File: config.mk
export PLATFORM = sky130hd
export DESIGN_NAME = c3sa_ctrl
export DESIGN_NICKNAME = d
export VERILOG_FILES = /design/src/c3sa_pkg.sv /design/src/c3sa_ctrl.sv
export SDC_FILE = /design/constraint.sdc
export NUM_CORES = 1
export LEC_CHECK = 0
export BUFFER_PORTS_ARGS = -buffer_cell sky130_fd_sc_hd__buf_4
export CAP_MARGIN = 5
export CORE_AREA = 2 2 39 41
export DETAILED_ROUTE_END_ITERATION = 16
export DIE_AREA = 0 0 41 43
export PLACE_DENSITY = 0.71
export SYNTH_ARGS = -nofsm -noshare
export SYNTH_HDL_FRONTEND = slang
export SYNTH_SLANG_ARGS = --single-unit
File: constraint.sdc
create_clock -name clk -period 2.6 [get_ports clk]
set_input_delay 0 -clock clk [delete_from_list [all_inputs] [get_ports clk]]
set_output_delay 0 -clock clk [all_outputs]
set_load 0.1 [all_outputs]
File: src/c3sa_pkg.sv
`timescale 1ns / 1ps
`default_nettype none
// ---------------------------------------------------------------------------
// c3sa_pkg
// shared types, constants and register indexes of the 3x3 convolution block
// ---------------------------------------------------------------------------
package c3sa_pkg;

    localparam int unsigned MAX_WIDTH_DEF = 2048;
    localparam int unsigned KERNEL_SIZE_DEF = 3;
    localparam int unsigned CFG_DATA_W = 48;
    localparam int unsigned CFG_IDX_W = 3;
    localparam int unsigned PIX_W = 24;
    localparam int unsigned SUM_W = 28;
    localparam int unsigned ACC_W = 32;
    localparam int unsigned COL_W = 11;
    localparam int unsigned ROW_W = 16;
    localparam logic signed [ACC_W-1:0] SUM_LIMIT = 32'sd75200265;

    localparam logic [CFG_IDX_W-1:0] REG_K_TOP = 3'd0;
    localparam logic [CFG_IDX_W-1:0] REG_K_MID = 3'd1;
    localparam logic [CFG_IDX_W-1:0] REG_K_BOT = 3'd2;
    localparam logic [CFG_IDX_W-1:0] REG_WIDTH = 3'd3;
    localparam logic [CFG_IDX_W-1:0] REG_HEIGHT = 3'd4;
    localparam logic [CFG_IDX_W-1:0] REG_GAIN = 3'd5;
    localparam logic [CFG_IDX_W-1:0] REG_OFFSET = 3'd6;

    typedef enum logic [2:0] {
        ST_IDLE,
        ST_READ,
        ST_MAC,
        ST_SCALE,
        ST_OUT
    } state_t;

    // controller to datapath
    typedef struct packed {
        logic       capture;   // latch pixel, start line store read
        logic       shift;     // shift window, write line stores
        logic       mac_clr;
        logic       mac_en;
        logic [3:0] tap;
        logic       scale;
        logic       load_out;
    } dp_cmd_t;

    // datapath to controller
    typedef struct packed {
        logic has_result;
    } dp_sts_t;

endpackage
`default_nettype wire

File: src/c3sa_ctrl.sv
`timescale 1ns / 1ps
`default_nettype none
// ---------------------------------------------------------------------------
// c3sa_ctrl
// sequencer: read line stores, nine multiply-accumulate steps, scale, output
// ---------------------------------------------------------------------------
module c3sa_ctrl (
    input  wire logic             clk,
    input  wire logic             rst_n,
    input  wire logic             in_valid,
    output logic                  in_ready,
    input  wire logic             out_busy,
    input  wire c3sa_pkg::dp_sts_t sts,
    output c3sa_pkg::dp_cmd_t     cmd
);
    import c3sa_pkg::*;

    state_t     state_reg, state_next;
    logic [3:0] tap_reg, tap_next;

    always_ff @(posedge clk or negedge rst_n)
    begin
        if (!rst_n)
        begin
            state_reg <= ST_IDLE;
            tap_reg   <= '0;
        end
        else
        begin
            state_reg <= state_next;
            tap_reg   <= tap_next;
        end
    end

    always_comb
    begin
        state_next   = state_reg;
        tap_next     = tap_reg;
        in_ready     = 1'b0;
        cmd          = '0;
        cmd.tap      = tap_reg;
        case (state_reg)
            ST_IDLE:
            begin
                in_ready = 1'b1;
                if (in_valid)
                begin
                    cmd.capture = 1'b1;
                    state_next  = ST_READ;
                end
            end
            ST_READ:
            begin
                // read data is registered now, window shifts this edge
                cmd.shift   = 1'b1;
                cmd.mac_clr = 1'b1;
                tap_next    = '0;
                state_next  = sts.has_result ? ST_MAC : ST_IDLE;
            end
            ST_MAC:
            begin
                cmd.mac_en = 1'b1;
                tap_next   = tap_reg + 4'd1;
                if (tap_reg == 4'd8)
                    state_next = ST_SCALE;
            end
            ST_SCALE:
            begin
                cmd.scale  = 1'b1;
                state_next = ST_OUT;
            end
            ST_OUT:
            begin
                if (!out_busy)
                begin
                    cmd.load_out = 1'b1;
                    state_next   = ST_IDLE;
                end
            end
            default:
            begin
                state_next = ST_IDLE;
            end
        endcase
    end

endmodule
`default_nettype wire

==> impl_results.md, run 1 <==
* Data required, critical path at roughly 2.6 ns
* Router iterations before antenna repair at 4
* Clock sinks at 7
* Fillers at between 100 and 150
* Setup repair after global routing missed its margin: false
* Worst r2r src: state_reg[2]
* Total number of vias at between 400 and 500
* Die footprint at around 0.0018 mm2
* Period Utilization, post-route at 60.8%
* Top post-synthesis cells by area: dfrtp_1 37%, ha_1 5.3%, o21ai_0 5.3%, buf_6 4.7%, nor3_1 3.2%
* Total number of placement rows at 14
* Area fraction of the dominant cell type after synthesis at 36.9%
* Critical Path End Type: output port
* Buffers inserted during post-CTS setup optimization at 0
* Combined area of all synthesized cells at about 470 um2
* Clock-pin slew on the worst setup and hold paths at roughly 0.05 ns
* Number of antenna violations at the first check in global routing at 0
* Detail Route Antenna Nets at 0
* H-tree Lvls at 1
* Number of distinct standard cells referenced by the synthesized netlist at 28
* Clock network latency to the later pin of the worst-skew pair at 0.25 ns
* IO Pins at 16
* Final Skew at ~0.0035 ns
* Vias per cell at ~5.2
* Flip-flop and latch count after synthesis at 7
* Area occupied by multi-input gates at 251 um2
* Remaining DRCs at 0
* Initial cell density of the core at between 30% and 40%
* Critical register-to-register path endpoint: tap_reg[3]
* Hold-fix buffer count after cts at 1
* Post-synthesis to final-layout area growth at 30.9%
* Sequential fraction of the synthesis area at between 30% and 40%
* Sink of the worst hold path: state_reg[0]
* Clock buffers created by TritonCTS at 3
* Clk root buf: clkbuf_4
* Post-DP Area at 574 um2
* Count of mapped cells out of synthesis at 52
* Die height at about 43 um
* Setup TNS at 0 ns
* Gates resized, CTS repair at 0
* Yosys top cell by area: dfrtp_1
* Class of the most critical hold timing path: in2reg
* Slew Viols, Final at 0
* Mean cell area of the mapped netlist at 9.12 um2
* First-pass GRT wire length at 1.44 mm
* # Max-Cap Violations at 0
* Final Hold Fails at 0
* Pin slew with the least headroom to its limit at ~0.48 ns
* Crit path kind: reg2out
* Critical Path Source Type: register
* TritonCTS clock tree: yes
* Wire length after detailed routing at 1.02 mm
* Area of all sequential standard cells at ~180 um2
* Final setup fails at 0
* Slew headroom at 68.1%
* Share of final-layout standard cells stronger than drive strength 1 at a little under two fifths
* Antenna cells at 0
* Final instance area at slightly above 600 um2
* Final net count at 76
* Maximum clock frequency at ~0.63 GHz
* Largest net degree at the start of global routing at 15
* Time the final worst path needs with I/O delays and setup at 1.58 ns
* RD Place Congestion at slightly above 0.7
* Number of global-route vias before repair at approximately 350
* Number of warning messages in the yosys log at 0
* Congestion Overflow GR at 0
* Worst-case clock buffer depth at 2
* Data arrival time of the critical path at 1.58 ns
* Global routing usage summed across all routing layers at approximately an eighth
* Hold path startpoint: in_valid
* Register-to-Register Setup Slack at about 1.3 ns
* Die boundary width at around 41 um
* First DRT Iteration DRCs at 10
* Worst-path fanout max at 14
* Largest register FFs at 4
* Cell depth of the worst hold path at 3
* HPWL reported at the end of detailed placement at around 740 um
* Avg WL per Cell at about 12 um
* Status: finished, final reports clean
* Core region area at about 0.0014 mm2
* Number of buffers inserted by port buffering at 15
* Logic depth of the worst register-to-register path at 3
* Total nets after synthesis at just under 60
-- worst max-delay path, cell delays in order, from the launching register on --
cell and delay (ns):
dfrtp_1 0.52, nor2_1 0.32, nand2_1 0.09, nor2_1 0.10, buf_4 0.29
-- stage by stage --
stage	hold slack, ns	util, %	cells	worst slack, ns
floorplan	-0.296	-	52	-0.0816
global placement	-0.180	41.5	78	1.33
detailed placement	-0.178	41.5	78	1.31
CTS	0.00323	44.1	83	1.04
global route	0.0434	44.8	84	0.924
finish	0.0468	44.8	84	1.02
-- synth_stat cells --
| master | number |
|---|---|
| nand4_1 | 1 |
| dfrtp_1 | 7 |
| o21ai_0 | 5 |
| nand2b_1 | 1 |
| o22ai_1 | 1 |
| ha_1 | 2 |
| a211o_1 | 1 |
| nor2b_1 | 1 |
| inv_1 | 4 |
| a41oi_1 | 1 |
| a21oi_1 | 2 |
| nor3b_1 | 1 |
| a21boi_0 | 1 |
| a31oi_1 | 1 |
| buf_4 | 2 |
| nor3_1 | 3 |
| nor4b_2 | 1 |
| a31o_2 | 1 |
| buf_2 | 1 |
| and2_1 | 2 |
| buf_6 | 2 |
| mux2_2 | 1 |
| nand3_1 | 1 |
| nor2_2 | 1 |
| nor2_1 | 3 |
| nand2_1 | 3 |
| a22oi_1 | 1 |
| nor2b_4 | 1 |
-- worst max-delay path by stage --
stage               cells after the start  slack [ns]    startpoint      to
floorplan                               3       -0.08  state_reg[0]  cmd[9]
global placement                        4        1.33  state_reg[0]  cmd[0]
detailed placement                      4        1.31  state_reg[0]  cmd[0]
CTS                                     4        1.04  state_reg[0]  cmd[0]
global route                            4        0.92  state_reg[0]  cmd[0]
finish                                  4        1.02  state_reg[0]  cmd[0]
-- layout make-up --
cell class | instances | area share, %
clock buffers | 4 | 4.23
inverters | 4 | 2.42
multi-input cells | 36 | 40.5
flip-flops and latches | 7 | 28.2
well taps | 16 | 3.23
repair buffers | 17 | 21.4
-- placed cells by master (no fill, tap or decap) --
cell,Yosys,final
nor4b_2,1,1
nand2_1,3,3
clkbuf_1,0,1
a21oi_1,2,2
nor2b_4,1,1
a22oi_1,1,1
nor2b_1,1,1
and2_1,2,2
buf_4,2,15
nand2b_1,1,1
a41oi_1,1,1
nor3b_2,0,1
nor2_2,1,1
o22ai_1,1,1
nor2_1,3,3
inv_1,4,4
clkbuf_4,0,3
dlygate4sd3_1,0,2
nand3_1,1,1
mux2_2,1,1
ha_1,2,2
a21boi_0,1,1
a31o_2,1,1
nor3_1,3,2
a31oi_1,1,1
a211o_1,1,1
dfrtp_1,7,7
o21ai_0,5,5
nor3_2,0,1
nand4_1,1,1
-- per-layer routing --
layer / share of wire (%) / up-vias / global-route usage, %
met5: 0 / - / 0
met4: 4.2 / 0 / 12.0
met3: 5.7 / 4 / 3.14
met2: 47 / 22 / 17.2
met1: 43 / 197 / 16.0
li1: - / 213 / -
-- cell families after synthesis --
kind of cell,after synthesis,synth area share (%)
AO/OA/AOI/OAI,14,18.7
adder cells (fa/ha/maj),2,5.28
buffers and inverters,9,12.1
flip-flops,7,36.9
multiplexers,1,2.37
AND/OR/NAND/NOR,19,24.5
Power of run 1 is left out: the tool's default activity adds up to more than one toggle a clock period on the data nets, which glitch-free logic cannot reach.
==> inputs of run 2 (changes only) <==
==> constraint.sdc (replaced) <==
create_clock -name clk -period 1.5 [get_ports clk]
set_input_delay 0 -clock clk [delete_from_list [all_inputs] [get_ports clk]]
set_output_delay 0 -clock clk [all_outputs]
set_load 0.1 [all_outputs]
==> impl_results.md, run 2 (synthesis results as in run 1) <==
* Status: finished, final reports clean
* Worst r2r src: state_reg[2]
* Time the final worst path needs with I/O delays and setup at roughly 1.5 ns
* Final net count at 78 (+2.6%)
* Final Hold Fails at 0 (unchanged)
* Slew headroom at 81.5% (+13 points)
* H-tree Lvls at 1 (unchanged)
* Slew Viols, Final at 0 (unchanged)
* Global routing usage summed across all routing layers at 15.4% (+2.5 points)
* Area of all sequential standard cells at 184 um2 (+5.0%)
* Final Skew at 0.00846 ns (+0.00493 ns)
* Leading cell type in the layout, fill and taps excluded: buf_4
* Area occupied by multi-input gates at 282 um2 (+12%)
* Pin slew with the least headroom to its limit at 0.280 ns (-0.199 ns)
* Avg WL per Cell at 12.6 um (+3.6%)
* First DRT Iteration DRCs at 10 (unchanged)
* Pre-CTS WS at 0.212 ns (-1.10 ns)
* Detail Route Antenna Nets at 0 (unchanged)
* IO Pins at 16 (unchanged)
* Final setup fails at 0 (unchanged)
* Minimum setup slack in the final design at 0.0413 ns (-0.979 ns)
* Number of buffers inserted by port buffering at 15 (unchanged)
* Number of antenna violations at the first check in global routing at 0 (unchanged)
* Class of the most critical hold timing path: in2reg
* Cell count after placement at 81 (+3.8%)
* Wire length after detailed routing at 1.08 mm (+6.1%)
* Crit path kind: reg2out
* Share of final-layout standard cells stronger than drive strength 1 at 55.7% (+19 points)
* Register-to-Register Setup Slack at 0.30 ns (-1.01 ns)
* RD Place Congestion at 0.816 (+15%)
* Largest register FFs at 4 (unchanged)
* Largest net degree at the start of global routing at 10 (-5)
* Data arrival time of the critical path at 1.46 ns (-0.12 ns)
* Antenna cells at 0 (unchanged)
* Maximum clock frequency at between 0.6 and 0.7 GHz
* TritonCTS clock tree: yes
* Post-synthesis to final-layout area growth at 42.5%
* Clk root buf: clkbuf_4
* Congestion Overflow GR at 0 (unchanged)
* Period Utilization, post-route at around 97%
* Data required, critical path at 1.50 ns (-1.10 ns)
* Total number of placement rows at 14 (unchanged)
* Sink of the worst hold path: state_reg[0]
* Initial cell density of the core at 34.3% (unchanged)
* Start point of the critical path: state_reg[2]
* First-pass GRT wire length at 1.79 mm (+24%)
* Die boundary width at 41 um (unchanged)
* Total number of vias at 457 (+4.8%)
* Critical register-to-register path endpoint: tap_reg[3]
* Hold path startpoint: in_valid
* Worst-path fanout max at 6 (-8)
* Non-filler instance count after layout at 86 (+2.4%)
* Critical Path End Type: output port
* Clock-pin slew on the worst setup and hold paths at 0.06 ns (about the same)
* Critical Path Source Type: register
* Clock buffers created by TritonCTS at 3 (unchanged)
* # Max-Cap Violations at 0 (unchanged)
* Die footprint at 0.00176 mm2 (unchanged)
* Cell depth of the worst hold path at 3 (unchanged)
* Worst-case clock buffer depth at 2 (unchanged)
* Router iterations before antenna repair at 4 (unchanged)
* Leading cell types in the layout, fill and taps excluded: 17 x buf_4, 7 x dfrtp_2, 5 x o21ai_0
* Die height at 43 um (unchanged)
* Setup repair after global routing missed its margin: false
* Clock sinks at 7 (unchanged)
* Number of global-route vias before repair at 408 (+17%)
* Fillers at 127 (-5.2%)
* HPWL reported at the end of detailed placement at 781 um (+5.1%)
* Remaining DRCs at 0 (unchanged)
* Logic depth of the worst register-to-register path at 4 (+1)
* Core region area at 0.00138 mm2 (unchanged)
* Vias per cell at 5.31 (+2.4%)
* Clock network latency to the later pin of the worst-skew pair at 0.26 ns (about the same)
## run 2: changes by cell type in the layout (fill, tap and decap cells not counted), sizes merged
cell	delta
buf	+3
dlygate4sd3	-1
## run 2: how the worst max path moves through the flow
stage                         to  slack [ns]  cells after the start
final                     cmd[9]        0.04                      4
after global routing      cmd[0]       0.003                      4
after global placement    cmd[0]        0.23                      4
after CTS                 cmd[9]        0.01                      4
after floorplan           cmd[9]       -0.37                      3
after detailed placement  cmd[0]        0.21                      4
## run 2: area by class of cell
class	count	share of cell area, %
inverters	4	2.22
repair buffers	19	22.0
multi-input cells	36	41.7
clock buffers	4	3.89
flip-flops and latches	7	27.2
well taps	16	2.96
## run 2: what timing repair did
item                                   in CTS  in global routing
pin swaps                                   0                  0
setup endpoints to repair                   4                  4
endpoints found under the hold margin       7                  0
hold buffers                                1                  0
setup buffers                               0                  0
resized for setup                           3                  2
## run 2: per-stage QoR
step	setup TNS [ns]	hold slack (ns)	instance area, um2	util, %
2_1_floorplan	-0.894	-0.296	536	-
6_report	0	0.00205	676	48.8
3_3_place_gp	0	-0.182	629	45.5
3_5_place_dp	0	-0.181	629	45.5
5_1_grt	0	0.0178	676	48.8
4_1_cts	0	0.00922	673	48.6
## run 2: metal layers
metal / up-vias / global-route usage (%) / wire (um)
met4: 0 / 10.0 / 38
met5: - / 0 / 0
met1: 223 / 20.4 / 454
met3: 5 / 3.14 / 48
li1: 216 / - / -
met2: 13 / 21.6 / 543
## run 2: worst max-delay path, cell delays in order (launching register included)
cell and delay [ns]:
dfrtp_2 0.47, buf_4 0.18, nor3_4 0.17, and2_4 0.16, buf_6 0.21
Power of run 2 is left out for the same reason.
==> inputs of run 3 (changes only) <==
--- a/config.mk
+++ b/config.mk
@@ -7,10 +7,10 @@
 export LEC_CHECK = 0
 export BUFFER_PORTS_ARGS = -buffer_cell sky130_fd_sc_hd__buf_4
 export CAP_MARGIN = 5
-export CORE_AREA = 2 2 39 41
+export CORE_MARGIN = 2
+export CORE_UTILIZATION = 30
 export DETAILED_ROUTE_END_ITERATION = 16
-export DIE_AREA = 0 0 41 43
-export PLACE_DENSITY = 0.71
+export PLACE_DENSITY = 0.63
 export SYNTH_ARGS = -nofsm -noshare
 export SYNTH_HDL_FRONTEND = slang
 export SYNTH_SLANG_ARGS = --single-unit
==> impl_results.md, run 3 (synthesis results as in run 1) <==
* Status: finished, final reports clean
* Hold path startpoint: out_busy
* Data arrival time of the critical path at 1.42 ns (-0.04 ns)
* Crit path kind: reg2out
* First DRT Iteration DRCs at 4 (-6)
* Clock buffers created by TritonCTS at 3 (unchanged)
* Initial cell density of the core at 31.8% (-2.4 points)
* Clk root buf: clkbuf_4
* Leading cell type in the layout, fill and taps excluded: buf_4
* Time the final worst path needs with I/O delays and setup at 1.42 ns (-0.0347 ns)
* Die height at 43.8 um (+1.8%)
* IO Pins at 16 (unchanged)
* Largest register FFs at 4 (unchanged)
* Worst-path fanout max at 13 (+7)
* Total number of vias at 422 (-7.7%)
* Critical Path End Type: output port
* Wire length after detailed routing at 962 um (-11%)
* Global routing usage summed across all routing layers at 12.2% (-3.2 points)
* Avg WL per Cell at 11.5 um (-9.1%)
* Clock network latency to the later pin of the worst-skew pair at 0.25 ns (about the same)
* Worst r2r src: state_reg[0]
* Final instance area at 664 um2 (-1.7%)
* TritonCTS clock tree: yes
* Post-synthesis to final-layout area growth at 40.1%
* # Max-Cap Violations at 0 (unchanged)
* Area of all sequential standard cells at 183 um2 (-0.68%)
* Final setup fails at 0 (unchanged)
* Number of antenna violations at the first check in global routing at 0 (unchanged)
* Maximum clock frequency at 0.702 GHz (+2.4%)
* H-tree Lvls at 1 (unchanged)
* Congestion Overflow GR at 0 (unchanged)
* Slew Viols, Final at 0 (unchanged)
* Detail Route Antenna Nets at 0 (unchanged)
* Fillers at 152 (+20%)
* RD Place Congestion at 0.788 (-3.5%)
* Router iterations before antenna repair at 2 (-2)
* Total number of placement rows at 14 (unchanged)
* Die boundary width at 43.8 um (+6.7%)
* Sink of the worst hold path: state_reg[2]
* Logic depth of the worst register-to-register path at 4 (unchanged)
* Final Hold Fails at 0 (unchanged)
* Final Skew at 0.00255 ns (-0.00591 ns)
* Critical Path Source Type: register
* Core region area at 0.00149 mm2 (+7.6%)
* Cell depth of the worst hold path at 2 (-1)
* Worst-case clock buffer depth at 2 (unchanged)
* Critical register-to-register path endpoint: state_reg[1]
* Worst Hold Slack at 0.0210 ns (+0.0189 ns)
* Register-to-Register Setup Slack at 0.27 ns (-0.03 ns)
* Setup repair after global routing missed its margin: false
* First-pass GRT wire length at 1.71 mm (-4.6%)
* Data required, critical path at 1.50 ns (about the same)
* Period Utilization, post-route at 94.9% (-2.3 points)
* Share of final-layout standard cells stronger than drive strength 1 at 52.9% (-2.8 points)
* Clock-pin slew on the worst setup and hold paths at 0.05 ns (about the same)
* Largest net degree at the start of global routing at 14 (+4)
* Leading cell types in the layout, fill and taps excluded: 15 x buf_4, 6 x dfrtp_2, 5 x o21ai_0
* Final net count at 76 (-2.6%)
* Post-DP Area at 614 um2 (-2.4%)
* Pin slew with the least headroom to its limit at 0.346 ns (+0.0663 ns)
* Slew headroom at 76.9% (-4.6 points)
* Number of global-route vias before repair at 417 (+2.2%)
* Clock sinks at 7 (unchanged)
* Remaining DRCs at 0 (unchanged)
* Setup TNS at 0 ns (unchanged)
* Vias per cell at 5.02 (-5.5%)
* Area occupied by multi-input gates at 287 um2 (+1.8%)
* End-of-flow core utilization at 44.6% (-4.2 points)
* Antenna cells at 0 (unchanged)
* Number of buffers inserted by port buffering at 15 (unchanged)
* Die footprint at 0.00191 mm2 (+8.6%)
* HPWL reported at the end of detailed placement at 744 um (-4.7%)
* Class of the most critical hold timing path: in2reg
* Buffers inserted during post-CTS setup optimization at 0 (unchanged)
==> run 3: changes by cell type in the layout (fill, tap and decap cells not counted) <==
cell     delta
buf_4       -2
dfrtp_1     +1
nor2_4      +1
dfrtp_2     -1
nor2_2      -1
==> run 3: metrics by stage <==
step	instances	setup slack [ns]
5_1_grt	84	0.00594
3_3_place_gp	79	0.137
2_1_floorplan	52	-0.371
4_1_cts	84	0.0251
6_report	84	0.0760
3_5_place_dp	79	0.143
==> run 3: layout make-up <==
type	count	area share (%)
multi-input cells	36	43.1
flip-flops and latches	7	27.5
repair buffers	17	20.2
clock buffers	4	3.95
well taps	16	3.01
inverters	4	2.26
==> run 3: worst max-delay path by stage <==
stage	startpoint	endpoint	slack (ns)	cells after the start
detailed placement	state_reg[1]	cmd[0]	0.14	4
floorplan	state_reg[2]	cmd[9]	-0.37	3
finish	state_reg[2]	cmd[9]	0.08	3
global route	state_reg[0]	cmd[6]	0.006	3
global placement	state_reg[1]	cmd[0]	0.14	4
CTS	state_reg[1]	cmd[0]	0.03	4
==> run 3: per-layer routing <==
metal	track usage (%)	vias to the layer above	wire length (um)
met2	19.4	8	505
li1	-	214	-
met4	9.70	0	0
met5	0	-	0
met1	14.7	200	423
met3	1.25	0	32
==> run 3: critical path, cell delays in order, from the launching register on <==
cell     delay, ns
dfrtp_2       0.53
nor3_4        0.22
and2_4        0.16
buf_4         0.28
==> run 3: what timing repair did <==
item                                    in CTS  in global routing
endpoints found under the setup margin       4                  1
hold buffers                                 1                  0
endpoints found under the hold margin        7                  0
gates resized for setup                      3                  2
Power of run 3 is left out for the same reason.
